File: src/design/ppd_pkg.sv
// Package for the port poke detection block: port count, request and status
// codes, and the structs passed between the input stage, the core and the result stage.
// No dependencies.
package ppd_pkg;

    // Number of ports on this node and the width of a port index that can also say "none".
    localparam int NUM_PORTS = 4;
    localparam int CUR_W     = $clog2(NUM_PORTS + 1);
    localparam logic [CUR_W-1:0] PORT_NONE = CUR_W'(NUM_PORTS);

    // Request kinds.
    typedef enum logic [1:0] {
        REQ_INIT   = 2'd0,
        REQ_LINE   = 2'd1,
        REQ_POKE   = 2'd2,
        REQ_UNUSED = 2'd3
    } t_req_type;

    // Verdict codes.
    typedef enum logic [1:0] {
        ST_NONE = 2'd0,
        ST_OK   = 2'd1,
        ST_FAIL = 2'd2
    } t_status;

    // One input transaction.
    typedef struct packed {
        logic [1:0]           req_type;
        logic [1:0]           port;
        logic [NUM_PORTS-1:0] reply_lines;
    } t_req;

    // One result transaction.
    typedef struct packed {
        logic [1:0]           status;
        logic [CUR_W-1:0]     active_port;
        logic                 keep_line;
        logic                 awaiting_release;
        logic [NUM_PORTS-1:0] pulsed_ports;
        logic [NUM_PORTS-1:0] push_mask;
        logic [NUM_PORTS-1:0] reverse_mask;
        logic                 lines_released;
    } t_result;

endpackage

File: src/design/port_poke_detection_fsm_top.sv
// Top level of the port poke detection block: input register, detection core and
// result register. Depends on ppd_pkg, ppd_in_stage, ppd_core and ppd_out_stage.
//
// Port poke detection for daisy-chain topology discovery. Each request transaction
// (init, line event on a port, or poke-next with the sampled reply lines) yields exactly
// one result transaction. A request is registered on acceptance, evaluated in one pass of
// logic against the detection state, and its result is registered. The result is valid at
// the output once its request has left the input register and its result is loaded into
// the result register. One request per cycle is sustained as long as results are taken;
// the result register decides the rate when the output stalls. The is_first_node register
// is written through the configuration channel, which is always ready and must only be
// used while no transaction is in flight.
module port_poke_detection_fsm_top (
    input  logic       i_clk,
    input  logic       i_rst_n,
    // Request channel.
    input  logic       i_valid,
    output logic       o_stall,
    input  logic [1:0] i_req_type,
    input  logic [1:0] i_port,
    input  logic [3:0] i_reply_lines,
    // Result channel.
    output logic       o_valid,
    input  logic       i_stall,
    output logic [1:0] o_status,
    output logic [2:0] o_active_port,
    output logic       o_keep_line,
    output logic       o_awaiting_release,
    output logic [3:0] o_pulsed_ports,
    output logic [3:0] o_push_mask,
    output logic [3:0] o_reverse_mask,
    output logic       o_lines_released,
    // Configuration channel.
    input  logic       i_cfg_valid,
    output logic       o_cfg_ready,
    input  logic       i_cfg_data
);

    ppd_pkg::t_req    w_in_req;
    ppd_pkg::t_req    w_held_req;
    ppd_pkg::t_result w_step_result;
    ppd_pkg::t_result w_out_result;
    logic             w_held;
    logic             w_can_load;
    logic             w_step;

    // Request payload.
    assign w_in_req.req_type    = i_req_type;
    assign w_in_req.port        = i_port;
    assign w_in_req.reply_lines = i_reply_lines;

    // A request leaves the input register when the result register can take its result.
    assign w_step      = w_held && w_can_load;
    assign o_cfg_ready = 1'b1;

    ppd_in_stage u_in (
        .i_clk   (i_clk),
        .i_rst_n (i_rst_n),
        .i_valid (i_valid),
        .o_stall (o_stall),
        .i_req   (w_in_req),
        .i_take  (w_step),
        .o_full  (w_held),
        .o_req   (w_held_req)
    );

    ppd_core u_core (
        .i_clk      (i_clk),
        .i_rst_n    (i_rst_n),
        .i_cfg_we   (i_cfg_valid && o_cfg_ready),
        .i_cfg_data (i_cfg_data),
        .i_step     (w_step),
        .i_req      (w_held_req),
        .o_result   (w_step_result)
    );

    ppd_out_stage u_out (
        .i_clk      (i_clk),
        .i_rst_n    (i_rst_n),
        .i_load_req (w_held),
        .o_can_load (w_can_load),
        .i_result   (w_step_result),
        .o_valid    (o_valid),
        .i_stall    (i_stall),
        .o_result   (w_out_result)
    );

    // Result payload.
    assign o_status           = w_out_result.status;
    assign o_active_port      = w_out_result.active_port;
    assign o_keep_line        = w_out_result.keep_line;
    assign o_awaiting_release = w_out_result.awaiting_release;
    assign o_pulsed_ports     = w_out_result.pulsed_ports;
    assign o_push_mask        = w_out_result.push_mask;
    assign o_reverse_mask     = w_out_result.reverse_mask;
    assign o_lines_released   = w_out_result.lines_released;

`ifndef SYNTH
    // A successful poke holds the line and waits for a release.
    a_ok_holds: assert property (@(posedge i_clk) disable iff (!i_rst_n)
        (o_valid && o_status == ppd_pkg::ST_OK) |-> (o_keep_line && o_awaiting_release))
        else $error("success result without held line");

    // The reversed port is a single port that was pulsed in the same step.
    a_ok_reverse: assert property (@(posedge i_clk) disable iff (!i_rst_n)
        (o_valid && o_status == ppd_pkg::ST_OK)
        |-> ($onehot(o_reverse_mask) && ((o_reverse_mask & ~o_pulsed_ports) == 4'd0)))
        else $error("reverse mask not a pulsed single port");

    // A full reset leaves no active port and no held line.
    a_released_idle: assert property (@(posedge i_clk) disable iff (!i_rst_n)
        (o_valid && o_lines_released)
        |-> (o_active_port == ppd_pkg::PORT_NONE && !o_keep_line && !o_awaiting_release))
        else $error("release result with active state");

    // A pushed line names a single port, which becomes active, with no verdict.
    a_push_onehot: assert property (@(posedge i_clk) disable iff (!i_rst_n)
        (o_valid && o_push_mask != 4'd0)
        |-> ($onehot(o_push_mask) && o_status == ppd_pkg::ST_NONE
             && o_active_port != ppd_pkg::PORT_NONE))
        else $error("bad push mask");
`endif

endmodule

File: src/design/ppd_in_stage.sv
// Input register of the port poke detection block: captures one request transaction
// and holds it until the core moves it on. Depends on ppd_pkg.
module ppd_in_stage (
    input  logic          i_clk,
    input  logic          i_rst_n,
    input  logic          i_valid,
    output logic          o_stall,
    input  ppd_pkg::t_req i_req,
    input  logic          i_take,
    output logic          o_full,
    output ppd_pkg::t_req o_req
);

    logic          r_full;
    logic          n_full;
    ppd_pkg::t_req r_req;
    logic          w_accept;

    // The register is free when empty or when its content leaves this cycle.
    assign o_stall  = r_full && !i_take;
    assign w_accept = i_valid && !o_stall;

    always_comb begin
        n_full = r_full;
        if (w_accept) begin
            n_full = 1'b1;
        end else if (i_take) begin
            n_full = 1'b0;
        end
    end

    // Control flag with reset.
    always_ff @(posedge i_clk) begin
        if (!i_rst_n) begin
            r_full <= 1'b0;
        end else begin
            r_full <= n_full;
        end
    end

    // Payload needs no reset.
    always_ff @(posedge i_clk) begin
        if (w_accept) begin
            r_req <= i_req;
        end
    end

    assign o_full = r_full;
    assign o_req  = r_req;

endmodule

File: src/design/ppd_core.sv
// Detection state and the single-pass step logic of the port poke detection block.
// Depends on ppd_pkg.
module ppd_core (
    input  logic             i_clk,
    input  logic             i_rst_n,
    input  logic             i_cfg_we,
    input  logic             i_cfg_data,
    input  logic             i_step,
    input  ppd_pkg::t_req    i_req,
    output ppd_pkg::t_result o_result
);

    localparam int NP = ppd_pkg::NUM_PORTS;

    logic                     r_is_first;
    logic                     r_expect_release;
    logic [ppd_pkg::CUR_W-1:0] r_current_port;
    logic                     r_hold_line;
    logic [NP-1:0]            r_done;

    logic                     n_expect_release;
    logic [ppd_pkg::CUR_W-1:0] n_current_port;
    logic                     n_hold_line;
    logic [NP-1:0]            n_done;

    logic [NP-1:0]            w_undone;
    logic [NP-1:0]            w_hit;
    logic [NP-1:0]            w_first;
    logic [NP-1:0]            w_upto;
    logic [ppd_pkg::CUR_W-1:0] w_first_idx;
    logic                     w_scan;
    logic [1:0]               w_status;
    logic [NP-1:0]            w_pulsed;
    logic [NP-1:0]            w_push;
    logic [NP-1:0]            w_reverse;
    logic                     w_released;

    // Scan helpers: undone ports with a reply, the lowest of them, and every
    // undone port at or below it.
    assign w_undone = ~r_done;
    assign w_hit    = w_undone & i_req.reply_lines;
    assign w_first  = w_hit & (~w_hit + NP'(1));
    assign w_upto   = w_undone & (w_first | (w_first - NP'(1)));
    assign w_scan   = (r_current_port != ppd_pkg::PORT_NONE) || r_is_first;

    // Index of the lowest replying port.
    always_comb begin
        w_first_idx = '0;
        for (int p = NP - 1; p >= 0; p--) begin
            if (w_hit[p]) begin
                w_first_idx = ppd_pkg::CUR_W'(p);
            end
        end
    end

    // Next state and result fields for one request.
    always_comb begin
        n_expect_release = r_expect_release;
        n_current_port   = r_current_port;
        n_hold_line      = r_hold_line;
        n_done           = r_done;
        w_status         = ppd_pkg::ST_NONE;
        w_pulsed         = '0;
        w_push           = '0;
        w_reverse        = '0;
        w_released       = 1'b0;
        case (ppd_pkg::t_req_type'(i_req.req_type))
            ppd_pkg::REQ_INIT: begin
                n_expect_release = 1'b0;
                n_current_port   = ppd_pkg::PORT_NONE;
                n_hold_line      = 1'b0;
                n_done           = '0;
                w_released       = 1'b1;
            end
            ppd_pkg::REQ_LINE: begin
                if (r_expect_release) begin
                    // A release: back to poke mode, fully reset once all ports are done.
                    n_expect_release = 1'b0;
                    n_hold_line      = 1'b0;
                    if (&r_done) begin
                        n_current_port = ppd_pkg::PORT_NONE;
                        w_released     = 1'b1;
                    end
                end else if (32'(i_req.port) < NP) begin
                    // A poke from a neighbor: push its line back and make it active.
                    w_push         = NP'(1) << i_req.port;
                    n_current_port = ppd_pkg::CUR_W'(i_req.port);
                end
            end
            ppd_pkg::REQ_POKE: begin
                if (w_scan && (w_hit != '0)) begin
                    w_pulsed         = w_upto;
                    n_done           = r_done | w_upto;
                    w_reverse        = w_first;
                    n_expect_release = 1'b1;
                    n_current_port   = w_first_idx;
                    n_hold_line      = 1'b1;
                    w_status         = ppd_pkg::ST_OK;
                end else begin
                    // No scan or no reply: a scanning node has pulsed every undone port.
                    if (w_scan) begin
                        w_pulsed = w_undone;
                        n_done   = '1;
                    end
                    n_expect_release = 1'b0;
                    n_current_port   = ppd_pkg::PORT_NONE;
                    n_hold_line      = 1'b0;
                    w_released       = 1'b1;
                    w_status         = ppd_pkg::ST_FAIL;
                end
            end
            default: begin
            end
        endcase
    end

    // State registers, updated once per request that leaves the input register.
    always_ff @(posedge i_clk) begin
        if (!i_rst_n) begin
            r_is_first       <= 1'b0;
            r_expect_release <= 1'b0;
            r_current_port   <= ppd_pkg::PORT_NONE;
            r_hold_line      <= 1'b0;
            r_done           <= '0;
        end else begin
            if (i_cfg_we) begin
                r_is_first <= i_cfg_data;
            end
            if (i_step) begin
                r_expect_release <= n_expect_release;
                r_current_port   <= n_current_port;
                r_hold_line      <= n_hold_line;
                r_done           <= n_done;
            end
        end
    end

    // The result reports the state after the step.
    always_comb begin
        o_result.status           = w_status;
        o_result.active_port      = n_current_port;
        o_result.keep_line        = n_hold_line;
        o_result.awaiting_release = n_expect_release;
        o_result.pulsed_ports     = w_pulsed;
        o_result.push_mask        = w_push;
        o_result.reverse_mask     = w_reverse;
        o_result.lines_released   = w_released;
    end

endmodule

File: src/design/ppd_out_stage.sv
// Result register of the port poke detection block: holds one result transaction
// until the downstream side takes it. Depends on ppd_pkg.
module ppd_out_stage (
    input  logic             i_clk,
    input  logic             i_rst_n,
    input  logic             i_load_req,
    output logic             o_can_load,
    input  ppd_pkg::t_result i_result,
    output logic             o_valid,
    input  logic             i_stall,
    output ppd_pkg::t_result o_result
);

    logic             r_valid;
    logic             n_valid;
    ppd_pkg::t_result r_result;
    logic             w_load;

    // The register can load when empty or when its result is taken this cycle.
    assign o_can_load = !r_valid || !i_stall;
    assign w_load     = i_load_req && o_can_load;

    always_comb begin
        n_valid = r_valid;
        if (w_load) begin
            n_valid = 1'b1;
        end else if (!i_stall) begin
            n_valid = 1'b0;
        end
    end

    always_ff @(posedge i_clk) begin
        if (!i_rst_n) begin
            r_valid <= 1'b0;
        end else begin
            r_valid <= n_valid;
        end
    end

    always_ff @(posedge i_clk) begin
        if (w_load) begin
            r_result <= i_result;
        end
    end

    assign o_valid  = r_valid;
    assign o_result = r_result;

endmodule

File: config.mk
export PLATFORM = sky130hd
export DESIGN_NAME = port_poke_detection_fsm_top
export DESIGN_NICKNAME = d
export VERILOG_FILES = /design/src/design/ppd_pkg.sv /design/src/design/port_poke_detection_fsm_top.sv /design/src/design/ppd_in_stage.sv /design/src/design/ppd_core.sv /design/src/design/ppd_out_stage.sv
export SDC_FILE = /design/constraint.sdc
export NUM_CORES = 1
export LEC_CHECK = 0
export ABC_AREA = 1
export BUFFER_PORTS_ARGS = -buffer_cell sky130_fd_sc_hd__buf_2
export CORE_MARGIN = 3
export CORE_UTILIZATION = 55
export DETAILED_ROUTE_END_ITERATION = 8
export HOLD_SLACK_MARGIN = 0.08
export PLACE_DENSITY = 0.81
export SLEW_MARGIN = 20
export SYNTH_ARGS = -nofsm -noshare
export SYNTH_HDL_FRONTEND = slang
export SYNTH_SLANG_ARGS = --single-unit
File: constraint.sdc
create_clock -name i_clk -period 2.7 [get_ports i_clk]
set_input_delay 0.405 -clock i_clk [delete_from_list [all_inputs] [get_ports i_clk]]
set_output_delay 0.405 -clock i_clk [all_outputs]
set_load 0.01 [all_outputs]
==> summary.md <==
| Metric | Value |
|---|---|
| Synth warn | 0 |
| Fillers | 227 |
| Root buffer cell | clkbuf_4 |
| Status | completed |
| Final Hold Slack | approximately 230 ps |
| Slew Limit Fails | 0 |
| Non-filler cells, final | approximately 240 |
| Worst setup SP type | flip-flop |
| Clock latency on the worst-skew pair | about 340 ps |
| Placer Congestion | 0.887 |
| Worst-path clk slew | around 110 ps |
| Final Hold Fails | 0 |
| Post-synthesis net count | around 180 |
| Worst Setup Path Type | flip-flop to flip-flop |
| Initial antenna violation count | 0 |
| Sequential area share after synthesis | between 60 and 70% |
| Initial DRT Pass Iterations | 4 |
| Die W | 61.2 um |
| Clk buf depth | 2 |
| Total core area | ~2800 um2 |
| Post-Route Utilization | 68.9% |
| Crit-path max FO | 18 |
| Tot GR Track Use | around a fifth |
| Slew HR | roughly 56% |
| HP Class | input port to flip-flop |
| Post-CTS Hold Fix Bufs | 0 |
| Placed insts | about 230 |
| Area grow syn2layout | 16.3% |
| Antenna diode instance count | 0 |
| Area leader, netlist | edfxtp_1 |
| Post_cts resized | 0 |
| Die Span Y | about 61 um |
| Fmax | around 0.58 GHz |
| PnR worst setup slack | slightly below 1000 ps |
| Cell Pwr Density | 593 nW/um2 |
| # setup viols final | 0 |
| CP endpoint kind | flip-flop |
| Share of the synthesized area in the top cell type | 50.1% |
| Register bit count reported by yosys | 40 |
| CP peak stage delay | around 540 ps |
| DR vias/cell | around 5.2 |
| DIE AREA | between 3000 and 4000 um2 |
| Global route overflow | 0 |
| Initial Utilization | roughly three fifths |
| Post-CTS setup buffer count | 0 |
| Sink Count | 40 |
| LEAKAGE | around 0.87 nW |
| Cts bufs inserted | 5 |
| Peak VDD IR | roughly 0.42 mV |
| Vias in the first global route | ~1,200 |
| First-pass GRT wire length | just over 5000 um |
| Top cells by count, synth | edfxtp_1, inv_1, nand2_1 |
| DP Worst Slack | 785 ps |
| Crit-path cells | nand2_1, nand2_1, inv_1, buf_4, nor2_1, nor2_1, o21ai_1, inv_1 |
| Share of flip-flops with an asynchronous set or reset | 0% |
| Mapped Area | about 1700 um2 |
| Worst Path Required | about 3000 ps |
| Ranking of synthesized cells by area | edfxtp_1, dfxtp_1, inv_1 |
| Setup tns final | 0 ps |
| ANT nets after route | 0 |
| Initial DRC count | 59 |
| Most numerous cell in the Yosys netlist | edfxtp_1 |
| Total wire length | approximately 3100 um |
| Main flop type after synthesis | edfxtp_1 |
| Slowest CP cell | inv_1 |
| Post-route DRC | 0 |
| Slew @ Worst Pin | between 600 and 700 ps |
| Number of flops mapped to enable cells by yosys | 28 |
| Share of cells above drive strength 1 | roughly 28% |
| CTS tree | done |
| Area of the multi-input gates | 475 um2 |
| DR WL/cell | 12.8 um |
| RSZ-0062 raised after global routing | no |
| Maximum Capacitance Violations | 0 |
| CTS H-tree depth | 2 |
| Mapped Avg Cell Area | between 10 and 15 um2 |
| Largest net degree at the start of global routing | 19 |
| Row cnt | 19 |
| Post-DP HPWL | around 2300 um |
| Arrival @ worst endpoint | roughly 2000 ps |
| Gate Count Post-Synth | ~170 |
| Sequential cell area | around 1100 um2 |
| Final #Nets | 223 |
| Final min period | around 1700 ps |
| IO buf count | 35 |
| Fin Clk Skew | between 9 and 10 ps |
| Cell variety after synth | 22 |
| Final period util | between 60% and 70% |
| Via count | 1,259 |
| # IOs | 37 |
[cells in the final DEF, fill, tap and decap left out]
cell / count
a21oi_1: 11
buf_2: 35
buf_4: 1
clkbuf_1: 2
clkbuf_4: 5
clkbuf_8: 1
conb_1: 1
dfxtp_1: 12
edfxtp_1: 28
inv_1: 27
inv_2: 3
nand2_1: 24
nand2_2: 6
nand2_4: 1
nand3_1: 6
nand3_2: 2
nand4_1: 1
nor2_1: 23
nor2_4: 3
nor3_1: 5
nor4_1: 2
o211ai_1: 1
o21ai_0: 6
o21ai_1: 2
o21ai_2: 1
o31ai_1: 1
[power breakdown]
part | leakage, nW | internal (W) | switching (W)
clock | 0.0326 | 0.000129 | 0.000181
combinational | 0.470 | 0.0000466 | 0.0000894
sequential | 0.364 | 0.000694 | 0.0000160
[final timing paths]
| check | startpoint | endpoint | slack, ps | cells after the start |
|---|---|---|---|---|
| max | u_out.o_valid$_SDFFE_PN0P_ | u_core.r_hold_line$_SDFFE_PN0P_ | 960 | 8 |
| min | i_req_type[1] | u_in.o_req[7]$_DFFE_PP_ | 230 | 1 |
| max reg2reg | u_out.o_valid$_SDFFE_PN0P_ | u_core.r_hold_line$_SDFFE_PN0P_ | 960 | 8 |
| min reg2reg | u_in.o_full$_SDFFE_PN0P_ | u_out.o_valid$_SDFFE_PN0P_ | 500 | 2 |
[logic make-up after synthesis]
family | Yosys count | share of synthesized area, %
compound gates | 22 | 7.09
flops | 40 | 64.5
other cells | 1 | 0.224
simple gates | 73 | 21.0
buf+inv | 31 | 7.16
[cell type report]
type,count,area share (%)
Timing Repair Buffer,36,9.37
Clock buffer,8,3.02
Multi-Input combinational cell,96,24.4
Tap cell,31,1.99
Sequential cell,40,55.5
Inverter,30,5.78
[through the flow]
| step | cell area, um2 | power, W |
|---|---|---|
| 2_1_floorplan | 1680 | 0.000811 |
| 3_3_place_gp | 1890 | 0.000855 |
| 3_5_place_dp | 1890 | 0.000859 |
| 4_1_cts | 1950 | 0.00117 |
| 5_1_grt | 1950 | 0.00122 |
| 6_report | 1950 | 0.00116 |
[state kept, by name, summed over array words and instances, names as in the netlist]
signal,cells
u_core.r_hold_line,1
u_core.r_expect_release,1
u_out.o_result,20
u_core.r_current_port,3
u_in.o_full,1
u_core.r_done,4
u_out.o_valid,1
u_in.o_req,8
u_core.r_is_first,1
[per-layer routing]
layer / part of all wire [%] / up-vias / GRT usage, %
met5: 0 / - / 0
met4: 3.5 / 0 / 11.8
met3: 8.3 / 12 / 4.61
met2: 44 / 56 / 28.7
met1: 44 / 564 / 26.3
li1: - / 627 / -
[worst max-delay path: cells and delay by family, from the launching register on]
family | cells | cell delay (ps)
buffers and inverters | 3 | 880
and+or+nand+nor | 4 | 410
DFF | 1 | 330
AOI/OAI and AO/OA | 1 | 70
(Power assumes the default switching activity.)
